--- src/hw/rtl/dhb_pkg.sv ---
// shared types and constants for the dual h-bridge pwm drive
`default_nettype none

package dhb_pkg;

    localparam int unsigned DUTY_FULL_SCALE_DEF = 4095;

    localparam int unsigned VOLT_W  = 15;
    localparam int unsigned MAG_W   = 15;
    localparam int unsigned BATT_W  = 15;
    localparam int unsigned DEN_W   = 15;
    localparam int unsigned DB_W    = 12;
    localparam int unsigned MINV_W  = 11;
    localparam int unsigned LOSS_W  = 12;
    localparam int unsigned LIMIT_W = 10;
    localparam int unsigned CFG_W   = 12;
    localparam int unsigned IDX_W   = 3;
    localparam int unsigned MODE_W  = 3;
    localparam int unsigned DUTY_W  = 12;
    localparam int unsigned APP_W   = 14;
    localparam int unsigned APPM_W  = 13;

    localparam logic CMD_SET  = 1'b0;
    localparam logic CMD_TICK = 1'b1;

    localparam logic [IDX_W-1:0] REG_LEFT_DEADBAND  = 3'd0;
    localparam logic [IDX_W-1:0] REG_RIGHT_DEADBAND = 3'd1;
    localparam logic [IDX_W-1:0] REG_MIN_VOLTAGE    = 3'd2;
    localparam logic [IDX_W-1:0] REG_SUPPLY_LOSS    = 3'd3;
    localparam logic [IDX_W-1:0] REG_OVERLOAD_LIMIT = 3'd4;

    localparam logic [MINV_W-1:0]  MIN_VOLTAGE_RST    = 11'd400;
    localparam logic [LOSS_W-1:0]  SUPPLY_LOSS_RST    = 12'd1000;
    localparam logic [LIMIT_W-1:0] OVERLOAD_LIMIT_RST = 10'd500;
    localparam logic [LIMIT_W-1:0] COUNTER_MAX        = 10'd1023;

    localparam logic [BATT_W-1:0] BATT_LOW      = 15'd5500;
    localparam logic [BATT_W-1:0] BATT_FALLBACK = 15'd11100;
    localparam logic [DEN_W-1:0]  MIN_DENOM     = 15'd1405;

    localparam logic signed [VOLT_W-1:0] SMALL_POS = 15'sd10;
    localparam logic signed [VOLT_W-1:0] SMALL_NEG = -15'sd10;

    localparam logic [APPM_W-1:0] APPLIED_MAX = 13'd8191;

    typedef enum logic [MODE_W-1:0] {
        MODE_OFF     = 3'd0,
        MODE_FORWARD = 3'd1,
        MODE_REVERSE = 3'd2,
        MODE_BRAKE   = 3'd3,
        MODE_WAKE    = 3'd4
    } mode_t;

    typedef enum logic [2:0] {
        ST_IDLE,
        ST_MUL,
        ST_DIV,
        ST_RES,
        ST_OUT
    } state_t;

endpackage

`default_nettype wire

--- src/hw/rtl/dual_hbridge_voltage_to_pwm_drive_core.sv ---
// dual h-bridge drive core: voltage commands to pwm pin modes and duty
// usage:
//   input channel in_valid/in_ready carries one command: a set (command 0)
//   loads both target voltages and enables or disables the channels, a
//   tick (command 1) only refreshes the outputs; both use battery_mv and overload_event.
//   output channel out_valid/out_ready carries one result per command.
//   configuration registers are written through cfg_write/cfg_index/
//   cfg_data; the user must do so only while the block is idle, which the block itself does not enforce.
// timing:
//   each command runs both channels through one shared restoring divider,
//   one quotient bit per cycle over NUM_W = 15 + clog2(DUTY_FULL_SCALE+1)
//   bits, with a multiply step before and a result step after each channel;
//   a new command is taken in the cycle after the result is loaded.
// reset:
//   registers take their default values, both channels disabled and
//   asleep, overload counter cleared, no result pending.
// stall:
//   a finished result waits in the output register; the core takes the
//   next command meanwhile and holds its own result until the register frees
`default_nettype none

module dual_hbridge_voltage_to_pwm_drive_core #(
    parameter int unsigned DUTY_FULL_SCALE = dhb_pkg::DUTY_FULL_SCALE_DEF
) (
    input  wire logic                                clk,
    input  wire logic                                rst_n,
    input  wire logic                                in_valid,
    output logic                                     in_ready,
    input  wire logic                                command,
    input  wire logic signed [dhb_pkg::VOLT_W-1:0]   left_voltage_mv,
    input  wire logic signed [dhb_pkg::VOLT_W-1:0]   right_voltage_mv,
    input  wire logic [dhb_pkg::BATT_W-1:0]          battery_mv,
    input  wire logic                                overload_event,
    output logic                                     out_valid,
    input  wire logic                                out_ready,
    output logic [dhb_pkg::MODE_W-1:0]               left_mode,
    output logic [dhb_pkg::DUTY_W-1:0]               left_duty,
    output logic [dhb_pkg::MODE_W-1:0]               right_mode,
    output logic [dhb_pkg::DUTY_W-1:0]               right_duty,
    output logic signed [dhb_pkg::APP_W-1:0]         left_applied,
    output logic signed [dhb_pkg::APP_W-1:0]         right_applied,
    output logic                                     left_forward,
    output logic                                     right_forward,
    output logic                                     left_enabled,
    output logic                                     right_enabled,
    output logic                                     overload_trip,
    input  wire logic                                cfg_write,
    input  wire logic [dhb_pkg::IDX_W-1:0]           cfg_index,
    input  wire logic [dhb_pkg::CFG_W-1:0]           cfg_data
);

    localparam int unsigned DFS_W  = $clog2(DUTY_FULL_SCALE + 1);
    localparam int unsigned NUM_W  = dhb_pkg::MAG_W + DFS_W;
    localparam int unsigned CNT_W  = $clog2(NUM_W);
    localparam int unsigned SUM_W  = ((DFS_W > dhb_pkg::DB_W) ? DFS_W : dhb_pkg::DB_W) + 1;
    localparam logic [DFS_W-1:0] DFS_C = DFS_W'(DUTY_FULL_SCALE);
    localparam logic [NUM_W-1:0] DFS_Q = NUM_W'(DUTY_FULL_SCALE);
    localparam logic [SUM_W-1:0] DFS_S = SUM_W'(DUTY_FULL_SCALE);
    localparam logic [SUM_W-1:0] APP_MAX_S = SUM_W'(dhb_pkg::APPLIED_MAX);

    dhb_pkg::state_t state_reg, state_next;

    logic [dhb_pkg::DB_W-1:0]    left_db_reg, right_db_reg;
    logic [dhb_pkg::MINV_W-1:0]  min_volt_reg;
    logic [dhb_pkg::LOSS_W-1:0]  loss_reg;
    logic [dhb_pkg::LIMIT_W-1:0] limit_reg;

    logic signed [dhb_pkg::VOLT_W-1:0] left_volt_reg, left_volt_next;
    logic signed [dhb_pkg::VOLT_W-1:0] right_volt_reg, right_volt_next;
    logic left_en_reg, left_en_next, right_en_reg, right_en_next;
    logic left_sl_reg, left_sl_next, right_sl_reg, right_sl_next;
    logic [dhb_pkg::LIMIT_W-1:0] ovl_cnt_reg, ovl_cnt_next;
    logic out_valid_reg, out_valid_next;

    logic chan_reg, chan_next;
    logic trip_reg, trip_next;
    logic [dhb_pkg::DEN_W-1:0] denom_reg, denom_next;
    logic [NUM_W-1:0] num_reg, num_next;
    logic [dhb_pkg::DEN_W-1:0] rem_reg, rem_next;
    logic [CNT_W-1:0] bit_cnt_reg, bit_cnt_next;

    logic [dhb_pkg::MODE_W-1:0]       res_mode_reg [2];
    logic [dhb_pkg::DUTY_W-1:0]       res_duty_reg [2];
    logic signed [dhb_pkg::APP_W-1:0] res_app_reg  [2];
    logic                             res_fwd_reg  [2];
    logic [dhb_pkg::MODE_W-1:0]       ch_mode;
    logic [dhb_pkg::DUTY_W-1:0]       ch_duty;
    logic signed [dhb_pkg::APP_W-1:0] ch_app;
    logic                             ch_fwd;
    logic                             res_write;

    logic [dhb_pkg::MODE_W-1:0]       left_mode_reg, right_mode_reg;
    logic [dhb_pkg::DUTY_W-1:0]       left_duty_reg, right_duty_reg;
    logic signed [dhb_pkg::APP_W-1:0] left_app_reg, right_app_reg;
    logic left_fwd_reg, right_fwd_reg, left_enab_reg, right_enab_reg, trip_out_reg;
    logic out_load;

    // accept-cycle control update
    logic [dhb_pkg::LIMIT_W-1:0] cnt_inc, cnt_set;
    logic both_small, en_set, trip_now;
    logic [dhb_pkg::BATT_W-1:0] batt_used;

    // per-channel datapath
    logic signed [dhb_pkg::VOLT_W-1:0] ch_volt;
    logic [dhb_pkg::MAG_W-1:0] ch_mag, ch_magp;
    logic [dhb_pkg::DB_W-1:0] ch_db;
    logic ch_en, ch_sl, ch_neg, w_nz;
    logic [dhb_pkg::DEN_W:0] trial;
    logic [DFS_W-1:0] w_sat;
    logic [SUM_W-1:0] app_sum, app_mag, duty_full;

    assign cnt_inc = (overload_event && ovl_cnt_reg != dhb_pkg::COUNTER_MAX)
                     ? ovl_cnt_reg + 1'b1 : ovl_cnt_reg;
    assign both_small = (left_voltage_mv > dhb_pkg::SMALL_NEG)
                        && (left_voltage_mv < dhb_pkg::SMALL_POS)
                        && (right_voltage_mv > dhb_pkg::SMALL_NEG)
                        && (right_voltage_mv < dhb_pkg::SMALL_POS);
    assign cnt_set = ((command == dhb_pkg::CMD_SET) && !both_small && !left_en_reg)
                     ? '0 : cnt_inc;
    assign en_set = (command == dhb_pkg::CMD_TICK) ? left_en_reg : !both_small;
    assign trip_now = (cnt_set > limit_reg) && en_set;
    assign batt_used = (battery_mv < dhb_pkg::BATT_LOW) ? dhb_pkg::BATT_FALLBACK : battery_mv;

    assign ch_volt = chan_reg ? right_volt_reg : left_volt_reg;
    assign ch_db   = chan_reg ? right_db_reg : left_db_reg;
    assign ch_en   = chan_reg ? right_en_reg : left_en_reg;
    assign ch_sl   = chan_reg ? right_sl_reg : left_sl_reg;
    assign ch_neg  = ch_volt[dhb_pkg::VOLT_W-1];
    assign ch_mag  = ch_neg ? dhb_pkg::MAG_W'(-ch_volt) : dhb_pkg::MAG_W'(ch_volt);
    assign ch_magp = (ch_mag != '0) ? ch_mag + dhb_pkg::MAG_W'(min_volt_reg) : ch_mag;

    assign trial = {rem_reg, num_reg[NUM_W-1]} - {1'b0, denom_reg};

    assign w_sat = (num_reg > DFS_Q) ? DFS_C : num_reg[DFS_W-1:0];
    assign w_nz = (w_sat != '0);
    assign app_sum = SUM_W'(w_sat) + SUM_W'(ch_db);
    assign app_mag = !w_nz ? '0 : ((app_sum > APP_MAX_S) ? APP_MAX_S : app_sum);
    assign duty_full = (app_mag > DFS_S) ? '0 : DFS_S - app_mag;
    assign ch_fwd = !w_nz || !ch_neg;
    assign ch_app = ch_neg ? -dhb_pkg::APP_W'(app_mag) : dhb_pkg::APP_W'(app_mag);

    always_comb
    begin
        ch_mode = dhb_pkg::MODE_OFF;
        ch_duty = '0;
        if (ch_en && !ch_sl)
        begin
            if (w_nz)
            begin
                ch_duty = duty_full[dhb_pkg::DUTY_W-1:0];
                ch_mode = ch_neg ? dhb_pkg::MODE_REVERSE : dhb_pkg::MODE_FORWARD;
            end
            else
            begin
                ch_mode = dhb_pkg::MODE_BRAKE;
            end
        end
        else if (ch_en && w_nz)
        begin
            ch_mode = dhb_pkg::MODE_WAKE;
        end
    end

    always_comb
    begin
        state_next      = state_reg;
        left_volt_next  = left_volt_reg;
        right_volt_next = right_volt_reg;
        left_en_next    = left_en_reg;
        right_en_next   = right_en_reg;
        left_sl_next    = left_sl_reg;
        right_sl_next   = right_sl_reg;
        ovl_cnt_next    = ovl_cnt_reg;
        chan_next       = chan_reg;
        trip_next       = trip_reg;
        denom_next      = denom_reg;
        num_next        = num_reg;
        rem_next        = rem_reg;
        bit_cnt_next    = bit_cnt_reg;
        out_valid_next  = out_valid_reg && !out_ready;
        res_write       = 1'b0;
        out_load        = 1'b0;
        in_ready        = (state_reg == dhb_pkg::ST_IDLE);
        case (state_reg)
            dhb_pkg::ST_IDLE:
            begin
                if (in_valid)
                begin
                    ovl_cnt_next = cnt_set;
                    if (command == dhb_pkg::CMD_SET)
                    begin
                        left_volt_next  = left_voltage_mv;
                        right_volt_next = right_voltage_mv;
                    end
                    left_en_next  = en_set && !trip_now;
                    right_en_next = en_set && !trip_now;
                    if (((command == dhb_pkg::CMD_SET) && both_small) || trip_now)
                    begin
                        left_sl_next  = 1'b1;
                        right_sl_next = 1'b1;
                    end
                    trip_next  = trip_now;
                    denom_next = batt_used - dhb_pkg::DEN_W'(loss_reg);
                    chan_next  = 1'b0;
                    state_next = dhb_pkg::ST_MUL;
                end
            end
            dhb_pkg::ST_MUL:
            begin
                num_next     = NUM_W'(ch_magp) * NUM_W'(DFS_C);
                rem_next     = '0;
                bit_cnt_next = '0;
                state_next   = dhb_pkg::ST_DIV;
            end
            dhb_pkg::ST_DIV:
            begin
                if (!trial[dhb_pkg::DEN_W])
                begin
                    rem_next = trial[dhb_pkg::DEN_W-1:0];
                    num_next = {num_reg[NUM_W-2:0], 1'b1};
                end
                else
                begin
                    rem_next = {rem_reg[dhb_pkg::DEN_W-2:0], num_reg[NUM_W-1]};
                    num_next = {num_reg[NUM_W-2:0], 1'b0};
                end
                bit_cnt_next = bit_cnt_reg + 1'b1;
                if (bit_cnt_reg == CNT_W'(NUM_W - 1))
                begin
                    state_next = dhb_pkg::ST_RES;
                end
            end
            dhb_pkg::ST_RES:
            begin
                res_write = 1'b1;
                if (ch_en && ch_sl && w_nz)
                begin
                    if (chan_reg)
                    begin
                        right_sl_next = 1'b0;
                    end
                    else
                    begin
                        left_sl_next = 1'b0;
                    end
                end
                if (chan_reg)
                begin
                    state_next = dhb_pkg::ST_OUT;
                end
                else
                begin
                    chan_next  = 1'b1;
                    state_next = dhb_pkg::ST_MUL;
                end
            end
            dhb_pkg::ST_OUT:
            begin
                if (!out_valid_reg || out_ready)
                begin
                    out_load       = 1'b1;
                    out_valid_next = 1'b1;
                    state_next     = dhb_pkg::ST_IDLE;
                end
            end
            default:
            begin
                state_next = dhb_pkg::ST_IDLE;
            end
        endcase
    end

    always_ff @(posedge clk or negedge rst_n)
    begin
        if (!rst_n)
        begin
            state_reg <= dhb_pkg::ST_IDLE;
        end
        else
        begin
            state_reg <= state_next;
        end
    end

    always_ff @(posedge clk or negedge rst_n)
    begin
        if (!rst_n)
        begin
            left_db_reg    <= '0;
            right_db_reg   <= '0;
            min_volt_reg   <= dhb_pkg::MIN_VOLTAGE_RST;
            loss_reg       <= dhb_pkg::SUPPLY_LOSS_RST;
            limit_reg      <= dhb_pkg::OVERLOAD_LIMIT_RST;
            left_volt_reg  <= '0;
            right_volt_reg <= '0;
            left_en_reg    <= 1'b0;
            right_en_reg   <= 1'b0;
            left_sl_reg    <= 1'b1;
            right_sl_reg   <= 1'b1;
            ovl_cnt_reg    <= '0;
            out_valid_reg  <= 1'b0;
            chan_reg       <= 1'b0;
        end
        else
        begin
            if (cfg_write)
            begin
                case (cfg_index)
                    dhb_pkg::REG_LEFT_DEADBAND:  left_db_reg  <= cfg_data[dhb_pkg::DB_W-1:0];
                    dhb_pkg::REG_RIGHT_DEADBAND: right_db_reg <= cfg_data[dhb_pkg::DB_W-1:0];
                    dhb_pkg::REG_MIN_VOLTAGE:    min_volt_reg <= cfg_data[dhb_pkg::MINV_W-1:0];
                    dhb_pkg::REG_SUPPLY_LOSS:    loss_reg     <= cfg_data[dhb_pkg::LOSS_W-1:0];
                    dhb_pkg::REG_OVERLOAD_LIMIT: limit_reg    <= cfg_data[dhb_pkg::LIMIT_W-1:0];
                    default:
                    begin
                    end
                endcase
            end
            left_volt_reg  <= left_volt_next;
            right_volt_reg <= right_volt_next;
            left_en_reg    <= left_en_next;
            right_en_reg   <= right_en_next;
            left_sl_reg    <= left_sl_next;
            right_sl_reg   <= right_sl_next;
            ovl_cnt_reg    <= ovl_cnt_next;
            out_valid_reg  <= out_valid_next;
            chan_reg       <= chan_next;
        end
    end

    always_ff @(posedge clk)
    begin
        trip_reg    <= trip_next;
        denom_reg   <= denom_next;
        num_reg     <= num_next;
        rem_reg     <= rem_next;
        bit_cnt_reg <= bit_cnt_next;
        if (res_write)
        begin
            res_mode_reg[chan_reg] <= ch_mode;
            res_duty_reg[chan_reg] <= ch_duty;
            res_app_reg[chan_reg]  <= ch_app;
            res_fwd_reg[chan_reg]  <= ch_fwd;
        end
        if (out_load)
        begin
            left_mode_reg  <= res_mode_reg[0];
            left_duty_reg  <= res_duty_reg[0];
            left_app_reg   <= res_app_reg[0];
            left_fwd_reg   <= res_fwd_reg[0];
            right_mode_reg <= res_mode_reg[1];
            right_duty_reg <= res_duty_reg[1];
            right_app_reg  <= res_app_reg[1];
            right_fwd_reg  <= res_fwd_reg[1];
            left_enab_reg  <= left_en_reg;
            right_enab_reg <= right_en_reg;
            trip_out_reg   <= trip_reg;
        end
    end

    assign out_valid     = out_valid_reg;
    assign left_mode     = left_mode_reg;
    assign left_duty     = left_duty_reg;
    assign right_mode    = right_mode_reg;
    assign right_duty    = right_duty_reg;
    assign left_applied  = left_app_reg;
    assign right_applied = right_app_reg;
    assign left_forward  = left_fwd_reg;
    assign right_forward = right_fwd_reg;
    assign left_enabled  = left_enab_reg;
    assign right_enabled = right_enab_reg;
    assign overload_trip = trip_out_reg;

`ifndef SYNTH
    // both channels are always enabled and disabled together
    assert property (@(posedge clk) disable iff (!rst_n) left_en_reg == right_en_reg)
        else $error("channel enables diverged");

    // divider never runs with a denominator below the low-battery bound less the largest supply loss
    assert property (@(posedge clk) disable iff (!rst_n)
        (state_reg == dhb_pkg::ST_DIV) |-> (denom_reg >= dhb_pkg::MIN_DENOM))
        else $error("divider denominator out of range");

    // an overload trip always reports both channels off
    assert property (@(posedge clk) disable iff (!rst_n)
        (out_valid_reg && trip_out_reg) |-> (!left_enab_reg && !right_enab_reg))
        else $error("trip reported with a channel enabled");

    // a disabled channel drives nothing
    assert property (@(posedge clk) disable iff (!rst_n)
        (out_valid_reg && !left_enab_reg) |->
        (left_mode_reg == dhb_pkg::MODE_OFF && left_duty_reg == '0
         && right_mode_reg == dhb_pkg::MODE_OFF && right_duty_reg == '0))
        else $error("disabled channel not off");
`endif

endmodule

`default_nettype wire

--- config.mk ---
export PLATFORM = sky130hd
export DESIGN_NAME = dual_hbridge_voltage_to_pwm_drive_core
export DESIGN_NICKNAME = d
export VERILOG_FILES = /design/src/hw/rtl/dhb_pkg.sv /design/src/hw/rtl/dual_hbridge_voltage_to_pwm_drive_core.sv
export SDC_FILE = /design/constraint.sdc
export NUM_CORES = 1
export LEC_CHECK = 0
export ABC_AREA = 1
export BUFFER_PORTS_ARGS = -buffer_cell sky130_fd_sc_hd__buf_2
export CORE_ASPECT_RATIO = 1.1
export CORE_MARGIN = 3
export CORE_UTILIZATION = 55
export DETAILED_ROUTE_END_ITERATION = 8
export GPL_ROUTABILITY_DRIVEN = 0
export PLACE_DENSITY_LB_ADDON = 0.3
export SKIP_CTS_REPAIR_TIMING = 1
export SYNTH_ARGS = -nofsm -noshare
export SYNTH_HDL_FRONTEND = slang
export SYNTH_SLANG_ARGS = --single-unit
--- constraint.sdc ---
create_clock -name clk -period 15.9 [get_ports clk]
set_input_delay 3.18 -clock clk [delete_from_list [all_inputs] [get_ports clk]]
set_output_delay 3.18 -clock clk [all_outputs]
set_load 0.005 [all_outputs]
==> results.md <==
* Crit path launch type: register
* Total number of vias at 14.3k
* Max-cap violations at 0
* GR Overflow Total at 0
* Area contributors post-synth: edfxtp_1 (29%), dfrtp_1 (12%), ha_1 (9.6%)
* First-pass GRT wire length at a little under 70 mm
* FF-to-FF Start: chan_reg
* Initial core utilization at 0.564
* Hold path cells at 0
* Adder-cell share of the synthesized area at 0.169
* DRT antenna net count at 0
* CP Max Fanout at slightly above 40
* Crit path time final at 8680 ps
* Worst-margin pin slew at ~1000 ps
* Final HPWL DP at ~32 mm
* Fill count at 2726
* CTS max path bufs at 3
* Worst reg-to-reg path cell count at 43
* Worst-path clk slew at about 60 ps
* Overall Global Routing Usage at 0.226
* Worst endpoint required time at 16170 ps
* Worst Setup SP: chan_reg
* Synth Cell Area at roughly 0.019 sq mm
* Detailed Routing Iterations Pass 1 at 6
* Mux contribution to synthesized area at 0.00476
* Sequential share of the synthesized area at 0.434
* Largest register FFs at 28
* Async SR Flop Fraction at 0.362
* Crit path largest cell delay at around 590 ps
* Row count at 70
* Chip width at 183 um
* Crit share post-route at 0.546
* Number of buffers created by CTS at 30
* Top cell by count, worst path: nand2_1
* Fin. Hold Viols at 0
* Final Skew at approximately 24 ps
* Min-delay src: res_duty_reg[0][9]
* Syn_nets at 2370
* Vias in the first global route at 14.3k
* Reg-to-reg slack, setup at a little over 7000 ps
* DIE AREA at about 0.037 sq mm
* Synth top area share at 0.294
* Post-route setup TNS at 0 ps
* Mean number of vias per cell at 5.36
* Top Ports at between 100 and 150
* Xor and xnor area share after synthesis at 0.0421
* CTS tree: done
* Syn. warnings at 0
* Synth-to-layout area growth at 11.1%
* Drt total wl at approximately 41 mm
* Final setup viols at 0
* Status: complete, no violations
* Cell count after synthesis at ~2.1k
* Die height at 201 um
* Synth area leader: edfxtp_1
* Port Buffers at around 130
* EDFF count, synth at 185
* Hold EP: left_duty[9]
* Compound-Gate Fraction of Synth Area at 0.0964
* CTS H-tree depth at 1
* Pins over their slew limit at 0
* Post-route DRC violation count at 0
* Largest family of logic cells by synthesized area: simple AND/OR/NAND/NOR gates
* Buffers and inverters on the worst path at 7
* Largest net degree at the start of global routing at 82
* Cell variety after synth at 53
* Worst EP arrival at between 8000 and 9000 ps
* Nets at ~2.5k
* Synth Register Bits at between 200 and 300
* RSZ-0062 raised after global routing: no
* Relative slew slack at 0.305
* Worst Hold Class: reg2reg
* DR WL/cell at 15.5 um
* Area of the core at 0.0335 sq mm
* Dpl cells at roughly 2.6k
* Layout Cells excl Fill at roughly 2.7k
* Setup crit end kind: register
* Share of cells above drive strength 1 at 0.125
* Main synth FF type: edfxtp_1
* Worst R2R End: num_reg[26]
* CTS sink count at between 200 and 300
* DRT iter0 DRCs at ~1000
* Setup CP Type: reg2reg
* Peak Freq at roughly 0.12 GHz
* Syn_area_per_cell at 9.06 sq um
* Worst-skew pair later-pin latency at 580 ps
* Diodes inserted at 0
* Post-Synth Simple-Gate Area at 0.174
* Root buf cell: clkbuf_16
* Slowest-stage cell, CP: fa_1
* Number of antenna violations at the first check in global routing at 1
* Family with the most delay on the worst path: adder cells
metrics by stage:
step / area, sq um / hold WS [ps] / util / setup WS [ps]
after global routing: 21000 / 424 / 0.627 / 6430
final: 21000 / 416 / 0.627 / 7220
after CTS: 21000 / 419 / 0.627 / 7220
after floorplan: 18900 / 400 / - / 8620
after global placement: 20000 / 401 / 0.597 / 7580
after detailed placement: 20000 / 405 / 0.597 / 7270
worst max path at each step:
stage	slack (ps)	depth (start not counted)	endpoint
6_report	7220	43	num_reg[26]
5_1_grt	6430	43	num_reg[26]
4_1_cts	7220	41	num_reg[26]
3_5_place_dp	7270	41	num_reg[26]
3_3_place_gp	7580	41	num_reg[26]
2_1_floorplan	8620	41	num_reg[26]
placed cells by master, fill, tap and decap left out, drive strengths merged, types with 31 or more instances in the layout:
| cell type | count |
|---|---|
| a21oi | 91 |
| buf | 140 |
| clkbuf | 31 |
| dfrtp | 88 |
| edfxtp | 185 |
| fa | 69 |
| ha | 145 |
| inv | 349 |
| nand2 | 492 |
| nand3 | 94 |
| nor2 | 101 |
| o21ai | 178 |
| xnor2 | 37 |
| xor2 | 53 |
routing by layer:
metal,wire length (um),up-vias,GRT usage
met5,0,-,0
met4,1630,0,0.0848
met2,20100,373,0.391
met1,17700,6749,0.291
met3,1980,108,0.0294
li1,-,7100,-
logic make-up after synthesis:
group	after synthesis
buffers and inverters	391
AO/OA/AOI/OAI	328
multiplexers	8
flip-flops	290
adder cells (fa/ha/maj)	214
AND/OR/NAND/NOR	768
XOR/XNOR	90
area by class of cell:
cell class / count / area, sq um / area share
clock buffer: 31 / 754 / 0.0359
clock inverter: 24 / 245 / 0.0117
inverter: 347 / 1300 / 0.0620
multi-input combinational: 1408 / 9240 / 0.440
sequential: 290 / 8200 / 0.390
tap: 432 / 541 / 0.0257
timing repair buffer: 140 / 726 / 0.0345
cell usage after synthesis, drive strengths merged (17+ instances only):
cell and instances:
nand2 492, or2 17, fa 69, xnor2 37, dfrtp 88, clkbuf 33
inv 345, ha 145, o21ai 178, nor2 101, nand3 94, xor2 53
edfxtp 185, nand4 21, a21oi 91, dfstp 17
Power is not shown: default switching activity piles up to over one toggle a cycle in this logic, so the estimate is an artifact.
